`src/dxt1rr_pkg.sv`:
```
// ----------------------------------------------------------------------------
// DXT1 rate reduction package
// Shared types, constants and threshold functions of the block.
// ----------------------------------------------------------------------------
package dxt1rr_pkg;

  localparam logic [31:0] PairLowMask = 32'h5555_5555;

  typedef enum logic [2:0] {
    MODE_SKIP  = 3'd0,
    MODE_SOLID = 3'd1,
    MODE_CLEAR = 3'd2,
    MODE_THREE = 3'd3,
    MODE_KEEP  = 3'd4
  } mode_e;

  typedef struct packed {
    logic [15:0] color_a;
    logic [15:0] color_b;
    logic [31:0] indices;
    mode_e       mode;
  } result_t;

  function automatic logic signed [9:0] max3(input logic signed [9:0] a,
                                             input logic signed [9:0] b,
                                             input logic signed [9:0] c);
    logic signed [9:0] m;
    m = (a > b) ? a : b;
    return (m > c) ? m : c;
  endfunction

  function automatic logic [7:0] abs_diff(input logic [7:0] a, input logic [7:0] b);
    return (a > b) ? (a - b) : (b - a);
  endfunction

  function automatic logic [5:0] thr_solid(input logic [5:0] i);
    logic [5:0] t;
    if (i < 6'd4) begin
      t = 6'd12;
    end else if (i < 6'd11) begin
      t = 6'd6;
    end else begin
      t = 6'd3;
    end
    return t;
  endfunction

  function automatic logic [5:0] thr_clear(input logic [3:0] i);
    logic [5:0] t;
    if (i < 4'd2) begin
      t = 6'd12;
    end else if (i < 4'd3) begin
      t = 6'd6;
    end else begin
      t = 6'd3;
    end
    return t;
  endfunction

  function automatic logic [5:0] thr_three(input logic [3:0] i);
    logic [5:0] t;
    if (i < 4'd3) begin
      t = 6'd48;
    end else if (i < 4'd4) begin
      t = 6'd32;
    end else begin
      t = 6'd24;
    end
    return t;
  endfunction

endpackage

```
`src/dxt1rr_eval.sv`:
```
// ----------------------------------------------------------------------------
// DXT1 rate reduction evaluator
// Combinational decision and rewrite of one block.
// ----------------------------------------------------------------------------
module dxt1rr_eval (
  input  logic [15:0]       color_a_i,
  input  logic [15:0]       color_b_i,
  input  logic [31:0]       indices_i,
  output dxt1rr_pkg::result_t result_o
);

  logic [7:0]        r0, g0, b0, r1, g1, b1;
  logic [7:0]        dr, dg, db;
  logic signed [9:0] chan1, delta1, chan23, delta23;
  logic [5:0]        thr1, thr2, thr3;
  logic [31:0]       hi, lo;
  logic [4:0]        avg_r, avg_b;
  logic [5:0]        avg_g;

  assign r0 = {color_a_i[15:11], color_a_i[15:13]};
  assign g0 = {color_a_i[10:5], color_a_i[10:9]};
  assign b0 = {color_a_i[4:0], color_a_i[4:2]};
  assign r1 = {color_b_i[15:11], color_b_i[15:13]};
  assign g1 = {color_b_i[10:5], color_b_i[10:9]};
  assign b1 = {color_b_i[4:0], color_b_i[4:2]};

  assign dr = dxt1rr_pkg::abs_diff(r0, r1);
  assign dg = dxt1rr_pkg::abs_diff(g0, g1);
  assign db = dxt1rr_pkg::abs_diff(b0, b1);

  assign chan1   = dxt1rr_pkg::max3($signed({2'b00, r0}) - 10'sd1, $signed({2'b00, g0}),
                                    $signed({2'b00, b0}) - 10'sd2);
  assign delta1  = dxt1rr_pkg::max3($signed({2'b00, dr}) - 10'sd1, $signed({2'b00, dg}),
                                    $signed({2'b00, db}) - 10'sd2);
  assign chan23  = dxt1rr_pkg::max3($signed({2'b00, r0}) - 10'sd2, $signed({2'b00, g0}),
                                    $signed({2'b00, b0}) - 10'sd5);
  assign delta23 = dxt1rr_pkg::max3($signed({2'b00, dr}) - 10'sd2, $signed({2'b00, dg}),
                                    $signed({2'b00, db}) - 10'sd5);

  assign thr1 = dxt1rr_pkg::thr_solid(chan1[7:2]);
  assign thr2 = dxt1rr_pkg::thr_clear(chan23[7:4]);
  assign thr3 = dxt1rr_pkg::thr_three(chan23[7:4]);

  assign avg_r = 5'(({1'b0, color_a_i[15:11]} + {1'b0, color_b_i[15:11]}) >> 1);
  assign avg_g = 6'(({1'b0, color_a_i[10:5]} + {1'b0, color_b_i[10:5]}) >> 1);
  assign avg_b = 5'(({1'b0, color_a_i[4:0]} + {1'b0, color_b_i[4:0]}) >> 1);

  assign hi = (indices_i >> 1) & dxt1rr_pkg::PairLowMask;
  assign lo = indices_i & dxt1rr_pkg::PairLowMask;

  always_comb begin
    result_o.color_a = color_a_i;
    result_o.color_b = color_b_i;
    result_o.indices = indices_i;
    result_o.mode    = dxt1rr_pkg::MODE_KEEP;
    if (indices_i == dxt1rr_pkg::PairLowMask) begin
      result_o.mode = dxt1rr_pkg::MODE_SKIP;
    end else if (delta1[7:0] <= {2'b00, thr1}) begin
      result_o.color_a = {avg_r, avg_g, avg_b};
      result_o.color_b = '0;
      result_o.indices = '0;
      result_o.mode    = dxt1rr_pkg::MODE_SOLID;
    end else if (delta23[7:0] <= {2'b00, thr2}) begin
      result_o.indices = lo;
      result_o.mode    = dxt1rr_pkg::MODE_CLEAR;
    end else if (delta23[7:0] <= {2'b00, thr3}) begin
      result_o.color_a = color_b_i;
      result_o.color_b = color_a_i;
      result_o.indices = (hi << 1) | (~hi & ~lo & dxt1rr_pkg::PairLowMask);
      result_o.mode    = dxt1rr_pkg::MODE_THREE;
    end
  end

endmodule

```
`src/dxt1_block_rate_reduce.sv`:
```
// ----------------------------------------------------------------------------
// DXT1 block rate reduction
// Rewrites one DXT1 block per cycle into a form that compresses better.
//
//   Port group      Direction  Handshake
//   block input     in         start_i, taken when busy_o is low
//   block result    out        done_o, one-cycle strobe
//
// An item is registered at the edge where it is taken and its result is
// registered in the next cycle; done_o follows start_i via in_valid_q and done_q.
// One item may be taken in every cycle; busy_o stays low.
// Reset clears the valid flags of both register stages.
// The receiver cannot stall, so results are never held back.
// ----------------------------------------------------------------------------
module dxt1_block_rate_reduce (
  input  logic        clk_i,
  input  logic        rst_ni,
  input  logic        start_i,
  output logic        busy_o,
  input  logic [15:0] end_color_a_i,
  input  logic [15:0] end_color_b_i,
  input  logic [31:0] texel_indices_i,
  input  logic        last_block_i,
  output logic        done_o,
  output logic [15:0] out_color_a_o,
  output logic [15:0] out_color_b_o,
  output logic [31:0] out_indices_o,
  output logic [2:0]  rewrite_mode_o,
  output logic        out_last_o
);

  logic                in_valid_q;
  logic [15:0]         color_a_q, color_b_q;
  logic [31:0]         indices_q;
  logic                last_q;
  dxt1rr_pkg::result_t res_d, res_q;
  logic                done_q, res_last_q;

  assign busy_o = 1'b0;

  always_ff @(posedge clk_i or negedge rst_ni) begin
    if (!rst_ni) begin
      in_valid_q <= 1'b0;
      done_q     <= 1'b0;
    end else begin
      in_valid_q <= start_i && !busy_o;
      done_q     <= in_valid_q;
    end
  end

  always_ff @(posedge clk_i) begin
    if (start_i && !busy_o) begin
      color_a_q <= end_color_a_i;
      color_b_q <= end_color_b_i;
      indices_q <= texel_indices_i;
      last_q    <= last_block_i;
    end
    if (in_valid_q) begin
      res_q      <= res_d;
      res_last_q <= last_q;
    end
  end

  dxt1rr_eval u_eval (
    .color_a_i (color_a_q),
    .color_b_i (color_b_q),
    .indices_i (indices_q),
    .result_o  (res_d)
  );

  assign done_o         = done_q;
  assign out_color_a_o  = res_q.color_a;
  assign out_color_b_o  = res_q.color_b;
  assign out_indices_o  = res_q.indices;
  assign rewrite_mode_o = res_q.mode;
  assign out_last_o     = res_last_q;

endmodule
```
`config.mk`:
```
export PLATFORM = sky130hd
export DESIGN_NAME = dxt1_block_rate_reduce
export DESIGN_NICKNAME = d
export VERILOG_FILES = /design/src/dxt1rr_pkg.sv /design/src/dxt1rr_eval.sv /design/src/dxt1_block_rate_reduce.sv
export SDC_FILE = /design/constraint.sdc
export NUM_CORES = 1
export LEC_CHECK = 0
export ABC_AREA = 1
export BUFFER_PORTS_ARGS = -buffer_cell sky130_fd_sc_hd__buf_2
export CAP_MARGIN = 10
export CORE_UTILIZATION = 55
export CTS_CLUSTER_SIZE = 40
export DETAILED_ROUTE_END_ITERATION = 12
export GPL_ROUTABILITY_DRIVEN = 0
export HOLD_SLACK_MARGIN = 0.05
export PLACE_DENSITY = 0.73
export RECOVER_POWER = 25
export SYNTH_ARGS = -nofsm -noshare
export SYNTH_HDL_FRONTEND = slang
export SYNTH_SLANG_ARGS = --single-unit
```
`constraint.sdc`:
```
create_clock -name clk_i -period 8.12 [get_ports clk_i]
set_input_delay 1.624 -clock clk_i [delete_from_list [all_inputs] [get_ports clk_i]]
set_output_delay 1.624 -clock clk_i [all_outputs]
set_load 0.1 [all_outputs]
```
==> load_flow_metrics.sql <==
INSERT INTO impl_metrics (metric_group, metric, value, unit) VALUES
('synth', 'syn-cell-area', '12100', 'sq um'),
('grt', 'vias_in_the_first_global_route', '10470', ''),
('grt', 'globalRouteTotalUtil', '29.7', '%'),
('grt', 'grt_first_pass_wirelength', '51.9', 'mm'),
('synth', 'syn_inst', '1561', ''),
('critical_path', 'critical_path.n_buffers_inverters', '8', ''),
('cts', 'cts_hold_repair.buffers', '0', ''),
('floorplan', 'die_w', '151', 'um'),
('sta', 'hold_slack', '0.444', 'ns'),
('worst_hold_path', 'hold_class', 'reg -> reg', ''),
('synth', 'synth.yosys.warnings', '0', ''),
('cts', 'cts.sinks', '135', ''),
('run_status', 'violations', 'max-capacitance violations, max-slew violations', ''),
('synth', 'synth_enable_flop_cells', '133', ''),
('cts', 'max-clock-path-buffers', '2', ''),
('route', 'avgViaCountPerCell', '5.61', ''),
('critical_path', 'cp_top_family', 'adder cells', ''),
('finish', 'mostFrequentLayoutCells', 'sky130_fd_sc_hd__nand2_1 (460), sky130_fd_sc_hd__inv_1 (198), sky130_fd_sc_hd__ha_1 (142), sky130_fd_sc_hd__buf_2 (134), sky130_fd_sc_hd__edfxtp_1 (133)', ''),
('worst_hold_path', 'hold_end', 'out_last_o', ''),
('synth', 'ys_seq_elements', '135', ''),
('floorplan', 'initial_core_util', '56.9', '%'),
('critical_path', 'regToRegSetupSlack', '0.68', 'ns'),
('route', 'drc', '0', ''),
('critical_path', 'worstPathMaxFanout', '18', ''),
('placed_design', 'place_worst_setup_slack', '0.383', 'ns'),
('sta', 'timing.slew.headroom', '-138', '%'),
('critical_path', 'worst_r2r_startpoint', 'color_a_q[9]', ''),
('run', 'drv.max_cap_violation_count', '1', ''),
('critical_path', 'crit_path_max_incr_delay', '0.41', 'ns'),
('floorplan', 'core_area', '21400', 'sq um'),
('floorplan', 'die_h', '151', 'um'),
('sta', 'setup_ws', '0.684', 'ns'),
('synth', 'number_of_distinct_standard_cells_referenced_by_the_synthesized_netlist', '54', ''),
('critical_path', 'crit_arrival', '7.60', 'ns'),
('critical_path', 'criticalPathCategory', 'reg -> reg', ''),
('synth', 'synth.top_cells.by_area', 'sky130_fd_sc_hd__edfxtp_1 (33%), sky130_fd_sc_hd__ha_1 (15%), sky130_fd_sc_hd__nand2_1 (14%), sky130_fd_sc_hd__inv_1 (6.1%), sky130_fd_sc_hd__o21ai_0 (3.4%)', ''),
('cts', 'h-tree-depth', '4', ''),
('route', 'ant_nets', '0', ''),
('run_status', 'run_status', 'finished with violations', ''),
('cts', 'clk-insertion-delay-late', '0.43', 'ns'),
('sta', 'finalHoldViolations', '0', ''),
('finish', 'antenna-diode-count', '0', ''),
('sta', 'fin_crit_sh', '91.6', '%'),
('sta', 'finalMaxSlewViolations', '59', ''),
('grt', 'grt_remaining_overflow', '0', ''),
('synth', 'seq_area_frac_synth', '33.3', '%'),
('sta', 'fin_tns_setup', '0', 'ns'),
('synth', 'ys.flop_type', 'sky130_fd_sc_hd__edfxtp_1', ''),
('critical_path', 'crit_path_top_delay_cell', 'sky130_fd_sc_hd__edfxtp_1', ''),
('sta', 'period_minus_slack', '7.44', 'ns'),
('critical_path', 'startpoint_type', 'register', ''),
('critical_path', 'worst_r2r_endpoint', 'out_indices_o[3]', ''),
('worst_hold_path', 'hold-path-cell-count', '0', ''),
('synth', 'synth_area_per_cell', '7.78', 'sq um'),
('cts', 'clockRootBuffer', 'sky130_fd_sc_hd__clkbuf_16', ''),
('cts', 'tritoncts', 'built', ''),
('floorplan', 'die_footprint', '22700', 'sq um'),
('cts', 'clkSlewWorstSetupHoldPaths', '0.07', 'ns'),
('route', 'route.final.wire_length', '33.0', 'mm'),
('synth', 'post-synth-top-area-cell', 'sky130_fd_sc_hd__edfxtp_1', ''),
('floorplan', 'row_count', '53', ''),
('floorplan', 'ioPinCount', '138', ''),
('critical_path', 'setup.worst_path.end_class', 'register', ''),
('route', 'first_iter_violations', '1060', ''),
('sta', 'finClkSkew', '0.0201', 'ns'),
('sta', 'worstMarginPinSlew', '3.57', 'ns'),
('cts', 'cts-buffers-inserted', '17', ''),
('sta', 'setup_viol', '0', ''),
('route', 'firstDrtPassIters', '6', ''),
('grt', 'initial_antenna_violation_count', '0', ''),
('finish', 'nNetsFinal', '1934', '');
[through the flow]
| stage | area (sq um) | utilization [%] |
|---|---|---|
| 6_report | 13800 | 64.6 |
| 2_1_floorplan | 12100 | - |
| 3_3_place_gp | 13100 | 61.4 |
| 4_1_cts | 13700 | 64.0 |
| 5_1_grt | 13800 | 64.6 |
| 3_5_place_dp | 13100 | 61.4 |
[worst max path at each step]
| stage | from | endpoint | cells after the start |
|---|---|---|---|
| global placement | color_a_q[14] | out_color_b_o[6] | 47 |
| global route | color_a_q[13] | out_indices_o[18] | 51 |
| floorplan | color_a_q[9] | out_color_a_o[13] | 45 |
| detailed placement | color_a_q[14] | out_color_b_o[6] | 47 |
| CTS | color_a_q[14] | out_color_b_o[6] | 47 |
| finish | color_a_q[9] | out_indices_o[3] | 42 |
[synthesized netlist by cell type (all sizes together) (30+ instances only)]
master  number
edfxtp     133
ha         145
o21ai      127
inv        204
nor3        31
xor2        41
nand2      490
nor2        82
nand4       41
buf         30
a21oi       66
nand3       76
[kinds of logic (layout without fill, tap and decap cells)]
family,count (synthesis),count (layout),share of synthesized area [%]
adders and majority gates,154,154,16.4
xor gates and xnor gates,45,45,3.25
buffers and inverters,250,414,8.70
other,1,1,0.0309
DFF,135,135,33.3
AOI/OAI and AO/OA,230,230,10.5
and+or+nand+nor,745,745,27.7
muxes,1,1,0.0825
[layout make-up]
type | count | area (sq um)
fillers | 1899 | 7560
multi-input cells | 1176 | 7060
flip-flops and latches | 135 | 4040
repair buffers | 173 | 981
inverters | 209 | 793
clock buffers | 18 | 429
well taps | 275 | 344
clock inverters | 14 | 136
[sequential cells by signal, summed over array words and instances (netlist names)]
| register | count |
|---|---|
| done_o | 1 |
| in_valid_q | 1 |
| rewrite_mode_o | 3 |
| out_indices_o | 32 |
| color_b_q | 16 |
| out_color_a_o | 16 |
| out_last_o | 1 |
| last_q | 1 |
| color_a_q | 16 |
| out_color_b_o | 16 |
| indices_q | 32 |
[metal layers]
| layer | part of all wire, % | wire length [um] | track usage, % | up-vias |
|---|---|---|---|---|
| li1 | - | - | - | 5490 |
| met1 | 43 | 14300 | 39.9 | 5119 |
| met2 | 46 | 15100 | 48.0 | 562 |
| met3 | 9.2 | 3020 | 5.91 | 54 |
| met4 | 1.6 | 539 | 9.25 | 0 |
| met5 | 0 | 0 | 0 | - |
[what timing repair did]
action / 4_1_cts / 5_1_grt
gates resized for setup: 0 / 17
setup buffers: 0 / 13
setup endpoints to repair: 0 / 67
Power is not shown: default switching activity piles up to over one toggle a cycle in this logic, so the estimate is an artifact.
